--- src/hw/rtl/tso_pkg.sv ---
// shared types and codes for the two-stack block
`default_nettype none

package tso_pkg;

  localparam logic [1:0] ACT_PUSH = 2'd0;
  localparam logic [1:0] ACT_POP  = 2'd1;
  localparam logic [1:0] ACT_DISP = 2'd2;

  localparam logic [1:0] ST_OK   = 2'd0;
  localparam logic [1:0] ST_OVF  = 2'd1;
  localparam logic [1:0] ST_EMPTY = 2'd2;

  localparam logic [6:0] CAP_RESET = 7'd64;

  typedef struct packed {
    logic [1:0]         action;
    logic               which_stack;
    logic signed [31:0] value;
  } in_item_t;

  typedef struct packed {
    logic signed [31:0] data;
    logic [1:0]         status;
    logic               last;
  } out_item_t;

  typedef struct packed {
    logic load;
    logic exec;
    logic disp;
  } ctl_cmd_t;

  typedef struct packed {
    logic [1:0] action;
    logic       empty;
    logic       disp_last;
  } dp_stat_t;

endpackage

`default_nettype wire

--- src/hw/rtl/tso_ctrl.sv ---
// control state machine: accept, execute, display sweep
`default_nettype none

module tso_ctrl (
  input  wire                clk_i,
  input  wire                rst_ni,
  input  wire                start,
  output logic               busy,
  input  tso_pkg::dp_stat_t  stat_i,
  output tso_pkg::ctl_cmd_t  cmd_o
);
  import tso_pkg::*;

  localparam logic [1:0] S_IDLE = 2'd0;
  localparam logic [1:0] S_EXEC = 2'd1;
  localparam logic [1:0] S_DISP = 2'd2;

  logic [1:0] state_q, state_d;

  always_ff @(posedge clk_i or negedge rst_ni) begin
    if (!rst_ni) begin
      state_q <= S_IDLE;
    end else begin
      state_q <= state_d;
    end
  end

  always_comb begin
    state_d = state_q;
    unique case (state_q)
      S_IDLE: begin
        if (start) state_d = S_EXEC;
      end
      S_EXEC: begin
        if (stat_i.action == ACT_DISP && !stat_i.empty) state_d = S_DISP;
        else state_d = S_IDLE;
      end
      S_DISP: begin
        if (stat_i.disp_last) state_d = S_IDLE;
      end
      default: state_d = S_IDLE;
    endcase
  end

  assign busy       = (state_q != S_IDLE);
  assign cmd_o.load = start && (state_q == S_IDLE);
  assign cmd_o.exec = (state_q == S_EXEC);
  assign cmd_o.disp = (state_q == S_DISP);

endmodule

`default_nettype wire

--- src/hw/rtl/tso_dp.sv ---
// datapath: shared entry memory, stack counts, capacity and result registers
`default_nettype none

module tso_dp #(
  parameter int DEPTH = 64
) (
  input  wire                clk_i,
  input  wire                rst_ni,
  input  tso_pkg::ctl_cmd_t  cmd_i,
  input  tso_pkg::in_item_t  item_i,
  input  wire                cap_we_i,
  input  wire  [6:0]         cap_wdata_i,
  output logic [6:0]         cap_o,
  output tso_pkg::dp_stat_t  stat_o,
  output logic               res_valid_o,
  output tso_pkg::out_item_t res_o
);
  import tso_pkg::*;

  localparam int CW = $clog2(DEPTH + 1);
  localparam int AW = $clog2(DEPTH);
  localparam logic [CW-1:0] ONE = CW'(1);

  logic [31:0]   mem [DEPTH];
  logic [31:0]   rdata_q;

  in_item_t      item_q;
  logic [6:0]    cap_q;
  logic [CW-1:0] low_q, low_d, high_q, high_d;
  logic [AW-1:0] idx_q, idx_d;

  logic          vld_q, vld_d;
  logic [1:0]    st_q, st_d;
  logic          last_q, last_d;
  logic          fmem_q, fmem_d;

  logic [CW-1:0] cap_w, cnt_sel, idx_w;
  logic          empty, ovf, disp_last;
  logic          we, re;
  logic [CW-1:0] addr_w;

  assign cap_w     = (cap_q > 7'(DEPTH)) ? CW'(DEPTH) : cap_q[CW-1:0];
  assign cnt_sel   = item_q.which_stack ? high_q : low_q;
  assign idx_w     = CW'(idx_q);
  assign empty     = (cnt_sel == '0);
  assign ovf       = ({1'b0, low_q} + {1'b0, high_q}) >= {1'b0, cap_w};
  assign disp_last = ((idx_w + ONE) == cnt_sel);

  always_comb begin
    we     = 1'b0;
    re     = 1'b0;
    addr_w = '0;
    low_d  = low_q;
    high_d = high_q;
    idx_d  = idx_q;
    vld_d  = 1'b0;
    st_d   = ST_OK;
    last_d = 1'b1;
    fmem_d = 1'b0;
    if (cmd_i.exec) begin
      idx_d = '0;
      case (item_q.action)
        ACT_PUSH: begin
          vld_d = 1'b1;
          if (ovf) begin
            st_d = ST_OVF;
          end else begin
            we = 1'b1;
            if (item_q.which_stack) begin
              addr_w = cap_w - ONE - high_q;
              high_d = high_q + ONE;
            end else begin
              addr_w = low_q;
              low_d  = low_q + ONE;
            end
          end
        end
        ACT_POP: begin
          vld_d = 1'b1;
          if (empty) begin
            st_d = ST_EMPTY;
          end else begin
            re     = 1'b1;
            fmem_d = 1'b1;
            if (item_q.which_stack) begin
              addr_w = cap_w - high_q;
              high_d = high_q - ONE;
            end else begin
              addr_w = low_q - ONE;
              low_d  = low_q - ONE;
            end
          end
        end
        ACT_DISP: begin
          if (empty) begin
            vld_d = 1'b1;
            st_d  = ST_EMPTY;
          end
        end
        default: ;
      endcase
    end else if (cmd_i.disp) begin
      re     = 1'b1;
      vld_d  = 1'b1;
      fmem_d = 1'b1;
      last_d = disp_last;
      idx_d  = idx_q + AW'(1);
      addr_w = item_q.which_stack ? (cap_w - ONE - idx_w) : idx_w;
    end
    if (cap_we_i) begin
      low_d  = '0;
      high_d = '0;
    end
  end

  always_ff @(posedge clk_i) begin
    if (we) mem[addr_w[AW-1:0]] <= item_q.value;
    if (re) rdata_q <= mem[addr_w[AW-1:0]];
    if (cmd_i.load) item_q <= item_i;
    idx_q  <= idx_d;
    st_q   <= st_d;
    last_q <= last_d;
    fmem_q <= fmem_d;
  end

  always_ff @(posedge clk_i or negedge rst_ni) begin
    if (!rst_ni) begin
      cap_q  <= CAP_RESET;
      low_q  <= '0;
      high_q <= '0;
      vld_q  <= 1'b0;
    end else begin
      if (cap_we_i) cap_q <= cap_wdata_i;
      low_q  <= low_d;
      high_q <= high_d;
      vld_q  <= vld_d;
    end
  end

  assign cap_o            = cap_q;
  assign stat_o.action    = item_q.action;
  assign stat_o.empty     = empty;
  assign stat_o.disp_last = disp_last;

  assign res_valid_o  = vld_q;
  assign res_o.data   = fmem_q ? rdata_q : '0;
  assign res_o.status = st_q;
  assign res_o.last   = last_q;

endmodule

`default_nettype wire

--- src/hw/rtl/two_stacks_one_array.sv ---
// two stacks in one shared memory: register port, controller and datapath
// push, pop: busy while in the execute state, result beat registered from that state
// display of n entries: busy through the execute state and the display sweep, one beat per cycle of the sweep
// display of an empty stack, push and pop: one result each; unused action: no result
// results are never stalled; a new request is accepted only in idle, once the execute state or display sweep is over
// reset: both stacks empty, capacity 64, memory contents undefined and never cleared
`default_nettype none

module two_stacks_one_array #(
  parameter int DEPTH = 64
) (
  input  wire                clk_i,
  input  wire                rst_ni,
  input  wire                start,
  output logic               busy,
  input  tso_pkg::in_item_t  item_i,
  output logic               res_valid_o,
  output tso_pkg::out_item_t res_o,
  input  wire                psel,
  input  wire                penable,
  input  wire                pwrite,
  input  wire  [2:0]         paddr,
  input  wire  [31:0]        pwdata,
  output logic [31:0]        prdata,
  output logic               pready
);
  import tso_pkg::*;

  ctl_cmd_t   cmd;
  dp_stat_t   stat;
  logic       cap_we;
  logic       cap_sel;
  logic [6:0] cap;

  assign pready  = 1'b1;
  assign cap_sel = (paddr[2] == 1'b0);
  assign cap_we  = psel && penable && pwrite && pready && cap_sel;
  assign prdata  = cap_sel ? {25'd0, cap} : 32'd0;

  tso_ctrl u_ctrl (
    .clk_i  (clk_i),
    .rst_ni (rst_ni),
    .start  (start),
    .busy   (busy),
    .stat_i (stat),
    .cmd_o  (cmd)
  );

  tso_dp #(
    .DEPTH (DEPTH)
  ) u_dp (
    .clk_i       (clk_i),
    .rst_ni      (rst_ni),
    .cmd_i       (cmd),
    .item_i      (item_i),
    .cap_we_i    (cap_we),
    .cap_wdata_i (pwdata[6:0]),
    .cap_o       (cap),
    .stat_o      (stat),
    .res_valid_o (res_valid_o),
    .res_o       (res_o)
  );

endmodule

`default_nettype wire
--- config.mk ---
export PLATFORM = sky130hd
export DESIGN_NAME = two_stacks_one_array
export DESIGN_NICKNAME = d
export VERILOG_FILES = /design/src/hw/rtl/tso_pkg.sv /design/src/hw/rtl/tso_ctrl.sv /design/src/hw/rtl/tso_dp.sv /design/src/hw/rtl/two_stacks_one_array.sv
export SDC_FILE = /design/constraint.sdc
export NUM_CORES = 2
export LEC_CHECK = 0
export ABC_AREA = 1
export BUFFER_PORTS_ARGS = -buffer_cell sky130_fd_sc_hd__buf_2
export CAP_MARGIN = 25
export CELL_PAD_IN_SITES_DETAIL_PLACEMENT = 0
export CELL_PAD_IN_SITES_GLOBAL_PLACEMENT = 1
export CORE_MARGIN = 3
export CORE_UTILIZATION = 30
export CTS_CLUSTER_DIAMETER = 100
export DETAILED_ROUTE_END_ITERATION = 6
export PLACE_DENSITY_LB_ADDON = 0.1
export SLEW_MARGIN = 20
export SYNTH_ARGS = -nofsm -noshare
export SYNTH_HDL_FRONTEND = slang
export SYNTH_SLANG_ARGS = --single-unit
--- constraint.sdc ---
create_clock -name clk_i -period 6.77 [get_ports clk_i]
set_input_delay 1.354 -clock clk_i [delete_from_list [all_inputs] [get_ports clk_i]]
set_output_delay 1.354 -clock clk_i [all_outputs]
set_load 0.02 [all_outputs]
==> impl_metrics.json <==
{
  "yosysSeqAreaShare": 0.682,
  "slowest_stage": "inv_8",
  "regToRegSetupSlack_ns": 0.73,
  "cts_made_buffers": 267,
  "antenna_found_initial": 16,
  "cts_tree": "done",
  "std_cell_rows": 205,
  "vdd_ir_drop_max_mv": 0.333,
  "gp_congestion": 0.762,
  "p_total_mw": 44.5,
  "vias_per_cell": 4.47,
  "syn_area_um2": 94400,
  "synth_ff_type": "edfxtp_1",
  "n_fill_cell": 31000,
  "min_period_ns": 6.04,
  "synth-adder-area-share": 0.00676,
  "ctsResizeCount": 0,
  "synthDistinctLibCells": 49,
  "cp_slowest_stage_delay_ns": 0.63,
  "worst_slew_pin_slew_ns": 1.08,
  "tns_ns": 0,
  "mostFrequentLayoutCell": "nand2_1",
  "cp_top_family": "simple AND/OR/NAND/NOR gates",
  "synth_edf_count": 2115,
  "finalMaxSlewViolations": 0,
  "fin_skew_ns": 0.0440,
  "critPathLaunchType": "flip-flop",
  "io_buffers": 92,
  "crit_chain": "ha_1 > fa_1 > nand3_1 > nand3_1 > nand2_1 > nand2_1 > a21oi_1 > xnor2_1 > ha_1 > a21oi_1 > nand3_1 > nor2_2 > nand4_1 > nand3_4 > nand2_4 > inv_8 > buf_4 > nand2_1 > nand3_1 > nand2_1 > o21ai_1 > nand2_1 > nor2_1 > nand2_1",
  "drc_errors": 0,
  "powerDensity_nw_per_um2": 410,
  "rsz0062_at_grt": "false",
  "cts_root_buf": "clkbuf_16",
  "first_pass_iters": 7,
  "crit_arrival_ns": 6.60,
  "ctsHtreeMaxLevel": 5,
  "path_clk_slew_ns": 0.05,
  "hold-worst-slack_ns": 0.562,
  "final-hold-violation-count": 0,
  "cts_sinks": 2149,
  "r2r-end": "u_dp.rdata_q[30]$_DFFE_PP_",
  "async_flop_share": 0.0112,
  "postSynthCellCount": 8854,
  "overflow": 0,
  "setup_viol": 0,
  "grt_pass1_vias": 57900,
  "grt_start_max_net_pins": 141,
  "drive_above_1_share": 0.0866,
  "clk_path_buf_depth": 4,
  "dp_hpwl_um": 166000,
  "grt_pass1_wl_um": 422000,
  "core-area_um2": 312000,
  "cp.required_ns": 7.33,
  "die_x_um": 567,
  "layout.nets": 9139,
  "yosys_warnings": 0,
  "synth_xor_area_frac": 0.00278,
  "fmaxAchievable_ghz": 0.166,
  "mostFrequentLayoutCells": "nand2_1, edfxtp_1, inv_1, nand3_1, nor2_1",
  "critical_path_class": "flip-flop to flip-flop",
  "post_cts_buffers": 0,
  "crit_buf_inv": 2,
  "pin_count": 146,
  "end_kind": "flip-flop",
  "synth_compound_area_frac": 0.0189,
  "drv_cap": 0,
  "synth_top_family_by_area": "simple AND/OR/NAND/NOR gates",
  "path_common_cell": "nand2_1",
  "cts_hold_buf": 0,
  "p_leak_nw": 44.6,
  "status": "finished clean",
  "synth_seq_cells": 2149,
  "cp_max_fo": 69,
  "reg2regPathDepth": 24,
  "yosys.area_share.simple": 0.207,
  "muxShareOfSynthArea": 0,
  "initial_core_util": 0.302,
  "finalCritPeriodShare": 0.892,
  "hold_path_class": "input pin to async pin",
  "relSlewSlack": 0.280,
  "vias": 59600,
  "post_drt_wl_per_cell_um": 22.0,
  "worstSkewPairLatency_ns": 0.83,
  "finalWirelength_um": 293000,
  "drt-initial-drc-count": 4059,
  "die-height_um": 567,
  "die_area_um2": 321000,
  "final_antenna_net_count": 0,
  "grt_use_total": 0.179,
  "reg2reg_from": "u_dp.high_q[0]$_DFFE_PN0P_",
  "syn2layout_area_growth_pct": 14.9,
  "syn_area_per_cell_um2": 10.7
}
-- cell type report --
cell class                      count  area [µm²]  share of cell area
Clock inverter                     82         526             0.00484
Inverter                         1435        5390              0.0497
Timing Repair Buffer              319        2980              0.0275
Sequential cell                  2149       64300               0.593
Tap cell                         4140        5180              0.0478
Multi-Input combinational cell   4843       22900               0.211
Clock buffer                      355        7180              0.0662
Antenna cell                        4        10.0           0.0000923
-- sequential cells by signal, summed over array words and instances, names as in the netlist, 2 cells and up --
signal	cells
u_dp.idx_q	6
u_dp.high_q	7
u_dp.mem	2048
u_dp.item_q	33
u_dp.low_q	7
u_dp.stat_o	2
u_dp.rdata_q	32
u_dp.cap_o	7
u_ctrl.state_q	2
u_dp.st_q	2
-- how the worst max path moves through the flow --
stage / start / endpoint / slack [ns] / cells after the start
after floorplan: u_dp.high_q[0]$_DFFE_PN0P_ / u_dp.mem[5][0]$_DFFE_PP_ / 1.61 / 22
after global placement: u_dp.high_q[0]$_DFFE_PN0P_ / u_dp.rdata_q[23]$_DFFE_PP_ / 0.67 / 26
after detailed placement: u_dp.high_q[0]$_DFFE_PN0P_ / u_dp.rdata_q[23]$_DFFE_PP_ / 0.73 / 24
after CTS: u_dp.high_q[0]$_DFFE_PN0P_ / u_dp.rdata_q[23]$_DFFE_PP_ / 0.71 / 24
after global routing: u_dp.high_q[0]$_DFFE_PN0P_ / u_dp.rdata_q[23]$_DFFE_PP_ / 0.39 / 24
final: u_dp.high_q[0]$_DFFE_PN0P_ / u_dp.rdata_q[30]$_DFFE_PP_ / 0.73 / 24
-- layer usage --
metal  wire [µm]  track usage  vias up  part of all wire
met5           0            0        -                 0
met4        7290       0.0465        0             0.025
met3        9560       0.0197      377             0.033
met2      137000        0.296      956              0.47
met1      138000        0.249    29100              0.47
li1            -            -    29100                 -
-- cell families after synthesis --
| kind of cell | count (synthesis) |
|---|---|
| simple gates | 4396 |
| flops | 2149 |
| compound gates | 343 |
| other cells | 2 |
| buf+inv | 1886 |
| fa+ha+maj | 48 |
| xor+xnor | 30 |
-- power by group --
part / switching, mW / total (mW) / internal (mW)
registers: 0.300 / 15.8 / 15.5
logic: 11.7 / 15.6 / 3.95
clock network: 5.52 / 13.1 / 7.53
-- synth_stat cells (25+ instances only) --
library cell / number / area share
clkbuf_1: 139 / 0.0055
buf_6: 25 / 0.0030
o21ai_0: 72 / 0.0038
inv_1: 1420 / 0.056
or2_2: 47 / 0.0031
o21ai_1: 225 / 0.012
or2_1: 52 / 0.0034
ha_1: 43 / 0.0057
buf_4: 100 / 0.0080
nand3b_1: 420 / 0.033
edfxtp_1: 2115 / 0.67
nand2_1: 2377 / 0.095
nor2_1: 619 / 0.025
buf_2: 162 / 0.0086
nand3_1: 838 / 0.044
-- through the flow --
step | utilization | instances | area [µm²] | worst slack (ns)
2_1_floorplan | - | 8878 | 94500 | 1.61
3_3_place_gp | 0.322 | 12900 | 101000 | 0.666
3_5_place_dp | 0.323 | 12900 | 101000 | 0.733
4_1_cts | 0.347 | 13300 | 108000 | 0.713
5_1_grt | 0.347 | 13300 | 108000 | 0.393
6_report | 0.347 | 13300 | 108000 | 0.734
Power figures use the tool's default switching activity.
